[src/hw/rtl/assert_macros.svh]
// Assertion macros shared by the date adder RTL.
// Depends on nothing; the including module supplies clock and reset names.
`ifndef ASSERT_MACROS_SVH
`define ASSERT_MACROS_SVH
`ifndef SYNTHESIS
`define GDAD_ASSERT(lbl, clk, rst_n, prop) \
  lbl: assert property (@(posedge clk) disable iff (!rst_n) prop) \
    else $error("gdad assertion failed");
`define GDAD_ASSERT_RST(lbl, clk, prop) \
  lbl: assert property (@(posedge clk) prop) \
    else $error("gdad reset assertion failed");
`else
`define GDAD_ASSERT(lbl, clk, rst_n, prop)
`define GDAD_ASSERT_RST(lbl, clk, prop)
`endif
`endif

[src/hw/rtl/gdad_pkg.sv]
// Shared types, constants and month table for the Gregorian date adder.
// No dependencies.
package gdad_pkg;

  localparam int MONTH_W          = 4;
  localparam int DAY_W            = 5;
  localparam int YEAR_W           = 14;
  localparam int DAYS_W           = 16;
  localparam int DAY_COUNT_BITS_DEF = 16;
  localparam int IN_DATA_W        = 40;
  localparam int OUT_DATA_W       = 24;
  localparam int STEP_W           = 3;

  localparam int RECIP_SHIFT      = 19;
  localparam int RECIP_W          = 13;
  localparam int PROD_W           = YEAR_W + RECIP_W;
  localparam int QUOT_W           = PROD_W - RECIP_SHIFT;
  localparam int REM_W            = 7;
  localparam logic [RECIP_W-1:0] RECIP_100 = 13'd5243;
  localparam logic [YEAR_W-1:0]  CENTURY   = 14'd100;
  localparam logic [REM_W-1:0]   REM_LAST  = 7'd99;
  localparam logic [YEAR_W-1:0]  YEAR_MAX  = 14'd16383;

  localparam logic [MONTH_W-1:0] MONTH_JAN = 4'd1;
  localparam logic [MONTH_W-1:0] MONTH_FEB = 4'd2;
  localparam logic [MONTH_W-1:0] MONTH_DEC = 4'd12;

  typedef logic [STEP_W-1:0] step_t;

  typedef enum logic [2:0] {
    OP_LOAD,
    OP_SPLIT,
    OP_CHECK,
    OP_MONTH,
    OP_EMIT
  } op_t;

  typedef enum logic [2:0] {
    JC_ALWAYS,
    JC_IN_FIRE,
    JC_BAD,
    JC_MORE,
    JC_OUT_FREE
  } cond_t;

  typedef struct packed {
    op_t   op;
    cond_t cond;
    step_t t_true;
    step_t t_false;
  } uword_t;

  typedef struct packed {
    op_t op;
  } ctl_t;

  typedef struct packed {
    logic in_fire;
    logic bad;
    logic more;
    logic out_free;
  } status_t;

  function automatic logic [DAY_W-1:0] month_len(input logic [MONTH_W-1:0] m,
                                                 input logic leap);
    logic [DAY_W-1:0] len;
    case (m)
      4'd1, 4'd3, 4'd5, 4'd7, 4'd8, 4'd10, 4'd12: len = 5'd31;
      4'd4, 4'd6, 4'd9, 4'd11:                    len = 5'd30;
      4'd2:                                       len = leap ? 5'd29 : 5'd28;
      default:                                    len = 5'd0;
    endcase
    return len;
  endfunction

endpackage

[src/hw/rtl/gregorian_date_add_days.sv]
// Gregorian date adder: moves a date forward by a day count, one month per step.
// An item steps through LOAD, SPLIT and CHECK, then one MONTH step for each month
// boundary crossed plus a final one (none for a bad date), then EMIT. A result
// waits in an output register, so the next item is taken while the previous
// result is still held.
// Depends on gdad_pkg, gdad_seq and assert_macros.svh.
`include "assert_macros.svh"

module gregorian_date_add_days #(
  parameter int DAY_COUNT_BITS = gdad_pkg::DAY_COUNT_BITS_DEF
) (
  input  logic                            clk,
  input  logic                            rst_n,
  input  logic                            in_tvalid,
  output logic                            in_tready,
  input  logic [gdad_pkg::IN_DATA_W-1:0]  in_tdata,   // month, day, year, days_to_add, pad
  output logic                            out_tvalid,
  input  logic                            out_tready,
  output logic [gdad_pkg::OUT_DATA_W-1:0] out_tdata,  // out_month, out_day, out_year, pad
  output logic                            out_tuser   // bad_date
);

  localparam int CNT_W = (DAY_COUNT_BITS < gdad_pkg::DAYS_W) ?
                         DAY_COUNT_BITS : gdad_pkg::DAYS_W;
  localparam int MW = gdad_pkg::MONTH_W;
  localparam int DW = gdad_pkg::DAY_W;
  localparam int YW = gdad_pkg::YEAR_W;

  gdad_pkg::ctl_t    ctl;
  gdad_pkg::status_t stat;

  logic [MW-1:0]                 m_r;
  logic [DW-1:0]                 d_r;
  logic [YW-1:0]                 y_r;
  logic [CNT_W-1:0]              left_r;
  logic [gdad_pkg::PROD_W-1:0]   prod_r;
  logic [gdad_pkg::REM_W-1:0]    r100_r;
  logic [1:0]                    q4_r;
  logic                          bad_r;
  logic                          out_valid_r;
  logic [MW-1:0]                 out_month_r;
  logic [DW-1:0]                 out_day_r;
  logic [YW-1:0]                 out_year_r;
  logic                          out_bad_r;

  logic [MW-1:0]                 in_month;
  logic [DW-1:0]                 in_day;
  logic [YW-1:0]                 in_year;
  logic [gdad_pkg::QUOT_W-1:0]   quot;
  logic [YW-1:0]                 quot_x100;
  logic                          leap;
  logic [DW-1:0]                 len;
  logic [DW-1:0]                 rest;
  logic                          more;
  logic                          invalid;
  logic                          in_fire;
  logic                          out_free;

  gdad_seq u_seq (
    .clk  (clk),
    .rst_n(rst_n),
    .stat (stat),
    .ctl  (ctl)
  );

  assign in_month = in_tdata[MW-1:0];
  assign in_day   = in_tdata[MW +: DW];
  assign in_year  = in_tdata[MW+DW +: YW];

  assign in_tready = (ctl.op == gdad_pkg::OP_LOAD);
  assign in_fire   = in_tvalid && in_tready;
  assign out_free  = !out_valid_r || out_tready;

  assign quot      = prod_r[gdad_pkg::PROD_W-1:gdad_pkg::RECIP_SHIFT];
  assign quot_x100 = YW'(quot) * gdad_pkg::CENTURY;

  assign leap    = (y_r[1:0] == 2'b00) && ((r100_r != '0) || (q4_r == 2'b00));
  assign len     = gdad_pkg::month_len(m_r, leap);
  assign invalid = (len == '0) || (d_r == '0) || (d_r > len);
  assign rest    = len - d_r;
  assign more    = left_r > CNT_W'(rest);

  assign stat.in_fire  = in_fire;
  assign stat.bad      = invalid;
  assign stat.more     = more;
  assign stat.out_free = out_free;

  always_ff @(posedge clk) begin
    case (ctl.op)
      gdad_pkg::OP_LOAD: begin
        if (in_fire) begin
          m_r    <= in_month;
          d_r    <= in_day;
          y_r    <= in_year;
          left_r <= in_tdata[MW+DW+YW +: CNT_W];
          prod_r <= gdad_pkg::PROD_W'(in_year) * gdad_pkg::PROD_W'(gdad_pkg::RECIP_100);
        end
      end
      gdad_pkg::OP_SPLIT: begin
        r100_r <= gdad_pkg::REM_W'(y_r - quot_x100);
        q4_r   <= quot[1:0];
      end
      gdad_pkg::OP_CHECK: begin
        bad_r <= invalid;
      end
      gdad_pkg::OP_MONTH: begin
        if (more) begin
          left_r <= left_r - CNT_W'(rest) - CNT_W'(1);
          d_r    <= DW'(1);
          if (m_r == gdad_pkg::MONTH_DEC) begin
            m_r <= gdad_pkg::MONTH_JAN;
            if (y_r == gdad_pkg::YEAR_MAX) begin
              y_r    <= '0;
              r100_r <= '0;
              q4_r   <= 2'b00;
            end else begin
              y_r <= y_r + YW'(1);
              if (r100_r == gdad_pkg::REM_LAST) begin
                r100_r <= '0;
                q4_r   <= q4_r + 2'b01;
              end else begin
                r100_r <= r100_r + gdad_pkg::REM_W'(1);
              end
            end
          end else begin
            m_r <= m_r + MW'(1);
          end
        end else begin
          d_r    <= d_r + left_r[DW-1:0];
          left_r <= '0;
        end
      end
      default: begin
      end
    endcase
  end

  always_ff @(posedge clk) begin
    if (ctl.op == gdad_pkg::OP_EMIT && out_free) begin
      out_month_r <= m_r;
      out_day_r   <= d_r;
      out_year_r  <= y_r;
      out_bad_r   <= bad_r;
    end
  end

  always_ff @(posedge clk) begin
    if (!rst_n) begin
      out_valid_r <= 1'b0;
    end else if (ctl.op == gdad_pkg::OP_EMIT && out_free) begin
      out_valid_r <= 1'b1;
    end else if (out_tready) begin
      out_valid_r <= 1'b0;
    end
  end

  assign out_tvalid = out_valid_r;
  assign out_tdata  = {1'b0, out_year_r, out_day_r, out_month_r};
  assign out_tuser  = out_bad_r;

  `GDAD_ASSERT(a_leave_load, clk, rst_n, in_fire |=> !in_tready)
  `GDAD_ASSERT(a_count_spent, clk, rst_n,
    (ctl.op == gdad_pkg::OP_EMIT && !bad_r) |-> (left_r == '0))
  `GDAD_ASSERT(a_good_date, clk, rst_n,
    (out_tvalid && !out_tuser) |->
      (out_day_r != '0 && out_month_r != '0 && out_month_r <= gdad_pkg::MONTH_DEC))
  `GDAD_ASSERT(a_emit_loads, clk, rst_n,
    (ctl.op == gdad_pkg::OP_EMIT && out_free) |=> out_tvalid)
  `GDAD_ASSERT_RST(a_reset_idle, clk, !rst_n |=> (!out_tvalid && in_tready))

endmodule

[src/hw/rtl/gdad_seq.sv]
// Microcode sequencer for the date adder: step counter and control ROM.
// Depends on gdad_pkg.
module gdad_seq (
  input  logic             clk,
  input  logic             rst_n,
  input  gdad_pkg::status_t stat,
  output gdad_pkg::ctl_t    ctl
);

  localparam gdad_pkg::uword_t ROM [5] = '{
    '{op: gdad_pkg::OP_LOAD,  cond: gdad_pkg::JC_IN_FIRE,  t_true: 3'd1, t_false: 3'd0},
    '{op: gdad_pkg::OP_SPLIT, cond: gdad_pkg::JC_ALWAYS,   t_true: 3'd2, t_false: 3'd2},
    '{op: gdad_pkg::OP_CHECK, cond: gdad_pkg::JC_BAD,      t_true: 3'd4, t_false: 3'd3},
    '{op: gdad_pkg::OP_MONTH, cond: gdad_pkg::JC_MORE,     t_true: 3'd3, t_false: 3'd4},
    '{op: gdad_pkg::OP_EMIT,  cond: gdad_pkg::JC_OUT_FREE, t_true: 3'd0, t_false: 3'd4}
  };

  gdad_pkg::step_t  step_r;
  gdad_pkg::step_t  step_nxt;
  gdad_pkg::uword_t uw;
  logic             take;

  always_comb begin
    if (step_r < gdad_pkg::STEP_W'(5)) begin
      uw = ROM[step_r];
    end else begin
      uw = ROM[0];
    end
  end

  always_comb begin
    unique case (uw.cond)
      gdad_pkg::JC_ALWAYS:   take = 1'b1;
      gdad_pkg::JC_IN_FIRE:  take = stat.in_fire;
      gdad_pkg::JC_BAD:      take = stat.bad;
      gdad_pkg::JC_MORE:     take = stat.more;
      gdad_pkg::JC_OUT_FREE: take = stat.out_free;
      default:               take = 1'b1;
    endcase
    step_nxt = take ? uw.t_true : uw.t_false;
    ctl.op   = uw.op;
  end

  always_ff @(posedge clk) begin
    if (!rst_n) begin
      step_r <= '0;
    end else begin
      step_r <= step_nxt;
    end
  end

endmodule
[config.mk]
export PLATFORM = sky130hd
export DESIGN_NAME = gregorian_date_add_days
export DESIGN_NICKNAME = d
export VERILOG_FILES = /design/src/hw/rtl/gdad_pkg.sv /design/src/hw/rtl/gregorian_date_add_days.sv /design/src/hw/rtl/gdad_seq.sv
export VERILOG_INCLUDE_DIRS = /design/src /design/src/hw/rtl
export SDC_FILE = /design/constraint.sdc
export NUM_CORES = 1
export LEC_CHECK = 0
export BUFFER_PORTS_ARGS = -buffer_cell sky130_fd_sc_hd__buf_2
export CAP_MARGIN = 25
export CORE_UTILIZATION = 55
export CTS_BUF_LIST = sky130_fd_sc_hd__clkbuf_16
export DETAILED_ROUTE_END_ITERATION = 6
export MAX_ROUTING_LAYER = met4
export PLACE_DENSITY = 0.75
export SLEW_MARGIN = 5
export SYNTH_ARGS = -nofsm -noshare
export SYNTH_HDL_FRONTEND = slang
export SYNTH_SLANG_ARGS = --single-unit
[constraint.sdc]
create_clock -name clk -period 5.4 [get_ports clk]
set_input_delay 0.54 -clock clk [delete_from_list [all_inputs] [get_ports clk]]
set_output_delay 0.54 -clock clk [all_outputs]
set_load 0.03 [all_outputs]
==> results of run 1 <==
stage by stage:
stage               hold slack, ns  utilization (%)  worst slack (ns)  instances
global placement            0.4049            60.23            0.4647        985
detailed placement          0.4063            60.23            0.3028        985
floorplan                   0.4003                -            0.4163        748
global route                0.4276            62.84           0.05365       1004
finish                      0.4151            62.84            0.4782       1004
CTS                         0.4231            62.53            0.2120       1001
logic make-up after synthesis:
kind of cell / share of synthesized area (%)
fa+ha+maj: 35.60
mux: 0.1439
buf+inv: 7.245
compound gates: 11.31
xor+xnor: 5.709
flops: 30.96
other cells: 0.04793
simple gates: 8.988
layer usage:
layer / up-vias / routed length [um]
met3: 35 / 720
met2: 178 / 8291
met4: 0 / 323
met1: 2748 / 7421
li1: 2702 / -
met5: - / 0
worst paths after layout:
kind / end / slack (ns) / cells after the start
worst max register to register: y_r[7] / 0.48 / 20
worst min-delay path: out_tuser / 0.42 / 0
worst max-delay path: y_r[7] / 0.48 / 20
worst min register to register: out_tuser / 0.42 / 0
cells in the final DEF (no fill, tap or decap), types with 2 or more instances in the layout:
| cell | Yosys | final |
|---|---|---|
| inv_1 | 136 | 137 |
| ha_1 | 117 | 117 |
| edfxtp_1 | 78 | 78 |
| buf_2 | 0 | 69 |
| fa_1 | 66 | 66 |
| nand2_1 | 52 | 52 |
| nor2_1 | 36 | 36 |
| xnor2_1 | 31 | 31 |
| a21oi_1 | 27 | 27 |
| o21ai_0 | 26 | 26 |
| xor2_1 | 20 | 20 |
| o22ai_1 | 19 | 19 |
| a21o_1 | 11 | 11 |
| nand3_1 | 10 | 10 |
| a22o_1 | 9 | 9 |
| clkbuf_16 | 0 | 9 |
| a211oi_1 | 8 | 8 |
| nor2b_1 | 7 | 7 |
| o31ai_1 | 7 | 7 |
| nor3_1 | 7 | 6 |
| nand2b_1 | 4 | 4 |
| and3_1 | 4 | 4 |
| a31oi_1 | 4 | 4 |
| and2_1 | 4 | 4 |
| dfxtp_1 | 4 | 4 |
| o21a_1 | 3 | 3 |
| nand4_1 | 3 | 3 |
| or3_1 | 3 | 3 |
| nor4b_1 | 3 | 3 |
| buf_4 | 1 | 3 |
| and3b_1 | 2 | 2 |
| o211a_1 | 2 | 2 |
| o21bai_1 | 2 | 2 |
| o31a_1 | 2 | 2 |
| nor4_1 | 2 | 2 |
| and4_1 | 2 | 2 |
| a2111oi_0 | 2 | 2 |
| clkinv_4 | 0 | 2 |
| bufinv_16 | 0 | 2 |
flip-flops by register name, summed over array words and instances, names as in the netlist:
signal / cells
q4_r: 2
r100_r: 7
out_year_r: 14
out_month_r: 4
y_r: 14
u_seq.step_r: 3
out_tuser: 1
prod_r: 5
left_r: 16
bad_r: 1
m_r: 4
d_r: 5
out_tvalid: 1
out_day_r: 5
layout make-up:
type,count,share of cell area [%]
tap,180,2.582
clock inverter,7,1.076
sequential,82,27.77
inverter,136,5.852
timing repair buffer,74,4.662
clock buffer,9,2.582
multi-input combinational,516,55.48
critical path: stages (launching register included):
cell and delay, ns:
edfxtp_1 0.45, inv_1 0.11, ha_1 0.26, nor2b_1 0.15, o21ai_0 0.16, o21ai_0 0.10, nor2_1 0.12, ha_1 0.18
inv_1 0.06, fa_1 0.40, a21o_1 0.19, a21oi_1 0.18, xor2_1 0.12, ha_1 0.40, inv_1 0.08, a2111oi_0 0.45
buf_4 0.21, or2_2 0.18, nor2_1 0.13, nor3_2 0.44, buf_6 0.22
report_power, final:
part	leakage (nW)	switching, mW	internal, mW
logic	3.13	1.58	1.20
registers	0.763	0.172	0.963
clock network	0.159	0.250	0.405
==> reports/qor.txt, run 1 <==
Register Area: 2422 um^2
Drt first pass iters: 7
Netlist cell types: 57
Remaining global-route overflow: 0
Crit share post-route: 91.14%
Synthesis-stage register bit count: 82
Worst-Margin Slew: 0.9445 ns
Post-route cell area: 8723 um^2
Detailed Place HPWL: 13410 um
TritonCTS Sinks: 82
Setup Skew: 0.01121 ns
Met1 Use GR: 33.22%
WL final: 16760 um
Worst skew pair latency: 0.34 ns
Max Buffers Root-to-Sink: 2
PD cells: 524.4 nW/um^2
F_max: 203.2 MHz
Synth top area share: 29.94%
EDFF count, synth: 78
Crit path time final: 4.922 ns
HP Start: bad_r
Die area: 14710 um^2
Slew Limit Fails: 0
Reg2reg start: m_r[0]
Core Region: 13880 um^2
Post-CTS setup buffers: 0
Share of cells above drive strength 1: 11.53%
Global Route Usage Sum: 25.44%
Async SR Flop Fraction: 0%
CP arrival: 4.96 ns
M3 GR Usage: 4.041%
Detailed Route Iter0 Violations: 473
Multi-input logic area: 4840 um^2
Residual DRC: 0
Commonest cells post-synth: inv_1 (136), ha_1 (117), edfxtp_1 (78)
Die Wd: 121.3 um
Vias in the first global route: 5878
Fillers: 1121
Max-cap violations: 0
Most numerous cell in the Yosys netlist: inv_1
Inserted Clock Buffers: 9
CP required: 5.44 ns
Unrepaired setup endpoints after global routing: false
CTS tree: done
Syn-to-layout area delta: 11.50%
GPL Wtd Cong: 0.8838
Cells after synthesis: 748
Ys Warns: 0
First-pass GRT wire length: 28220 um
Die Span Y: 121.3 um
Most Crowded Layer GR: met2
Root Driver: clkbuf_16
Synth Cell Area: 7824 um^2
Initial antenna violation count: 0
Leak: 4.051 nW
Outcome: finished clean
Final nets: 1046
DR vias: 5663
Largest net degree at the start of global routing: 40
Setup CP Type: flip-flop to flip-flop
Rows: 43
Final TNS setup: 0 ns
Vias per cell: 5.640
# setup viols final: 0
Largest cells by area after synthesis: edfxtp_1 (30%), ha_1 (19%), fa_1 (17%)
Tot Pwr: 4.575 mW
Worst min path class: flip-flop to flip-flop
Relative slew slack: 36.24%
Mapped Nets: 975
Worst vdd ir: 362.7 uV
Critical path fanouts, max: 10
Initial core utilization: 56.36%
Seq/Total Area, Yosys: 30.96%
Hold Vio Cnt, Final: 0
IO Count: 71
Final antenna-violating net count: 0
Hold_buf cts: 0
CP startpoint: m_r[0]
Port Buffer Count: 68
Antenna diodes: 0
Top cell type by total area after synthesis: edfxtp_1
Primary FF master, synth: edfxtp_1
Met2 GRT Util: 41.32%
Resized cells post-CTS: 0
Clock transition at the registers of the reported paths: 0.06 ns
H-tree Lvls: 3
Placed cell area: 8361 um^2
Routed len/inst: 16.69 um
Mean Syn Cell Area: 10.46 um^2
Worst setup EP type: flip-flop
Startpoint Class: flip-flop
(Power assumes the default switching activity.)
==> run 2: changes to the inputs <==
ABC_AREA = 1   (was default)
PLACE_DENSITY = 0.74   (was 0.75)
==> run 2 against run 1 <==
Sequential power rose by 4%. Maximum frequency rose by 16%. Flip-flop and latch count did not move. Core utilization fell by 0.45 points. Global-route usage fell by 0.87 points. Synthesized cell count rose by 20%. Final cell count rose by 15%. Power rose by 12%.
==> reports/qor.txt, run 2 <==
Startpoint Class: input pin
Hold endpoint: out_tuser
Drt first pass iters: 5 (-2)
Tot Pwr: 5.129 mW (+12%)
Port Buffer Count: 68 (unchanged)
CP most frequent cell: inv_1
PD cells: 563.4 nW/um^2 (+7.4%)
Slew Limit Fails: 0 (unchanged)
Worst setup EP type: flip-flop
Die area: 15470 um^2 (+5.2%)
Crit path time final: 4.251 ns (-0.6706 ns)
Antenna diodes: 0 (unchanged)
Final nets: 1197 (+14%)
Seq/Total Area, Yosys: 29.40% (-1.6 points)
TritonCTS Sinks: 82 (unchanged)
IO Count: 71 (unchanged)
Comb power frac: 64.2% (+3.3 points)
Resized cells post-CTS: 0 (unchanged)
Share of cells above drive strength 1: 11.79% (+0.27 points)
Ys Warns: 0 (unchanged)
Remaining global-route overflow: 0 (unchanged)
Hold_buf cts: 0 (unchanged)
Routed len/inst: 14.90 um (-11%)
R2R cell count: 24 (+20%)
Netlist cell types: 44 (-23%)
Biggest regs: left_r x16, out_year_r x14, y_r x14
Max-cap violations: 0 (unchanged)
Worst min path class: flip-flop to flip-flop
Detailed Route Iter0 Violations: 419 (-11%)
Post-CTS setup buffers: 0 (unchanged)
Die Wd: 124.4 um (+2.6%)
Synth top area share: 28.43% (-1.5 points)
WL final: 17270 um (+3.1%)
Vias per cell: 5.242 (-7.1%)
P_sw: 2.449 mW (+22%)
Top cell type by total area after synthesis: edfxtp_1
Root Driver: clkbuf_16
CTS tree: done
Hold Crit Depth: 0 (unchanged)
Clock power share: 12.9% (-1.4 points)
DR vias: 6075 (+7.3%)
Die Span Y: 124.4 um (+2.6%)
EDFF count, synth: 78 (unchanged)
Primary FF master, synth: edfxtp_1
Int Power: 2.679 mW (+4.2%)
Flop pwr share: 22.9% (-1.9 points)
Largest net degree at the start of global routing: 37 (-7.5%)
Mean Syn Cell Area: 9.185 um^2 (-12%)
Synthesis-stage register bit count: 82 (unchanged)
Worst-Margin Slew: 0.9329 ns (-0.01153 ns)
Detailed Place HPWL: 14050 um (+4.8%)
R2r endpoint: y_r[0]
Core Region: 14590 um^2 (+5.1%)
Largest reg by FF count: left_r
Rows: 44 (+2.3%)
Max Buffers Root-to-Sink: 2 (unchanged)
Initial core utilization: 56.48% (+0.11 points)
Placed cell area: 8783 um^2 (+5.1%)
Cells after synthesis: 897 (+20%)
Worst stage delay on the critical path: 0.55 ns (+0.10 ns)
Worst vdd ir: 259.5 uV (-28%)
Final TNS setup: 0 ns (unchanged)
# setup viols final: 0 (unchanged)
Synth Cell Area: 8239 um^2 (+5.3%)
Largest cells by area after synthesis: edfxtp_1 (28%), ha_1 (18%), fa_1 (16%)
Final antenna-violating net count: 0 (unchanged)
Switch share: 47.75% (+4.0 points)
Most numerous cell in the Yosys netlist: inv_1
Crit share post-route: 78.73% (-12 points)
Buf/Inv on CP: 6 (+1)
Inserted Clock Buffers: 9 (unchanged)
Worst skew pair latency: 0.34 ns (about the same)
Clock transition at the registers of the reported paths: 0.06 ns (about the same)
Commonest non-fill, non-tap cell in the layout: inv_1
Mapped Nets: 1124 (+15%)
CP arrival: 4.34 ns (-0.62 ns)
Async SR Flop Fraction: 0% (unchanged)
Leak: 4.480 nW (+11%)
Residual DRC: 0 (unchanged)
Slowest stage cell on the critical path: fa_1
CP required: 5.48 ns (+0.04 ns)
Cell Chain, Critical Path: buf_2, ha_1, inv_1, fa_1, inv_1, fa_1, inv_1, fa_1, fa_1, inv_1, ha_1, a21o_1, inv_1, o21bai_1, o21ai_0, nand3_1, xor2_1
Relative slew slack: 37.74% (+1.5 points)
CP delay by family, top: adder cells
H-tree Lvls: 3 (unchanged)
Commonest cells post-synth: inv_1 (190), nand2_1 (132), ha_1 (117)
Hold Slack: 0.4187 ns (+0.003572 ns)
HP Start: bad_r
Global Route Usage Sum: 24.57% (-0.87 points)
Most frequent cells in the layout: inv_1 (191), nand2_1 (132), ha_1 (117)
F_max: 235.2 MHz (+16%)
Hold Vio Cnt, Final: 0 (unchanged)
First-pass GRT wire length: 29410 um (+4.2%)
Setup Skew: 0.006263 ns (-0.004950 ns)
Number of flip-flops under the largest register name: 16 (unchanged)
Post-route cell area: 9102 um^2 (+4.3%)
Initial antenna violation count: 0 (unchanged)
Setup CP Type: input pin to flip-flop
Outcome: finished clean
Vias in the first global route: 6065 (+3.2%)
Unrepaired setup endpoints after global routing: false
Syn-to-layout area delta: 10.48%
Reg2reg start: r100_r[0]
Critical path fanouts, max: 6 (-4)
GPL Wtd Cong: 0.8696 (-1.6%)
CP startpoint: in_tdata[17]
Flop-to-flop setup slack: 1.38 ns (+0.90 ns)
==> run 2: cell types whose count changed in the layout (fill, tap and decap cells not counted), sizes merged, moves of 16 or more <==
cell and delta:
nand3 +41, inv +59, nor2 +26, xnor2 -16, o21ai +18, nand2 +86
==> run 2: cell type report <==
type                       instances  area (um^2)
clock buffer                       9        225.2
inverter                         195        732.0
sequential                        82         2422
fill                            1225         5487
clock inverter                     7        93.84
timing repair buffer              70        355.3
multi-input combinational        612         5044
tap                              184        230.2
==> run 2: kinds of logic after synthesis <==
| family | Yosys count | synth area share (%) |
|---|---|---|
| flip-flops | 82 | 29.40 |
| AO/OA/AOI/OAI | 109 | 7.958 |
| other | 1 | 0.04551 |
| adder cells (fa/ha/maj) | 183 | 33.80 |
| XOR/XNOR | 39 | 4.146 |
| AND/OR/NAND/NOR | 280 | 15.22 |
| buffers and inverters | 203 | 9.430 |
==> run 2: power by group through the flow <==
stage | Sequential [mW] | Combinational (mW) | Clock [mW]
final | 1.18 | 3.29 | 0.659
after global routing | 1.20 | 3.79 | 0.697
after CTS | 1.18 | 3.28 | 0.666
after detailed placement | 1.19 | 3.25 | 0
after global placement | 1.18 | 3.18 | 0
after floorplan | 1.21 | 2.49 | 0
==> run 2: metal layers <==
layer	track usage [%]	part of all wire [%]
met2	39.94	48
met4	6.520	1.6
met3	2.663	3.4
met5	-	0
met1	32.85	47
==> run 2: through the flow <==
step | worst slack [ns] | std cells | utilization [%]
after floorplan | 1.217 | 897 | -
after CTS | 1.135 | 1159 | 62.39
after detailed placement | 0.7907 | 1143 | 60.21
final | 1.149 | 1159 | 62.39
after global placement | 0.8547 | 1143 | 60.21
after global routing | 0.8902 | 1159 | 62.39
==> run 2: worst max path at each step <==
stage / slack, ns / endpoint / depth (start not counted)
after global routing: 0.89 / prod_r[19] / 19
after CTS: 1.13 / prod_r[22] / 17
after global placement: 0.85 / prod_r[22] / 17
after detailed placement: 0.79 / prod_r[22] / 17
after floorplan: 1.22 / prod_r[22] / 16
final: 1.15 / prod_r[22] / 17
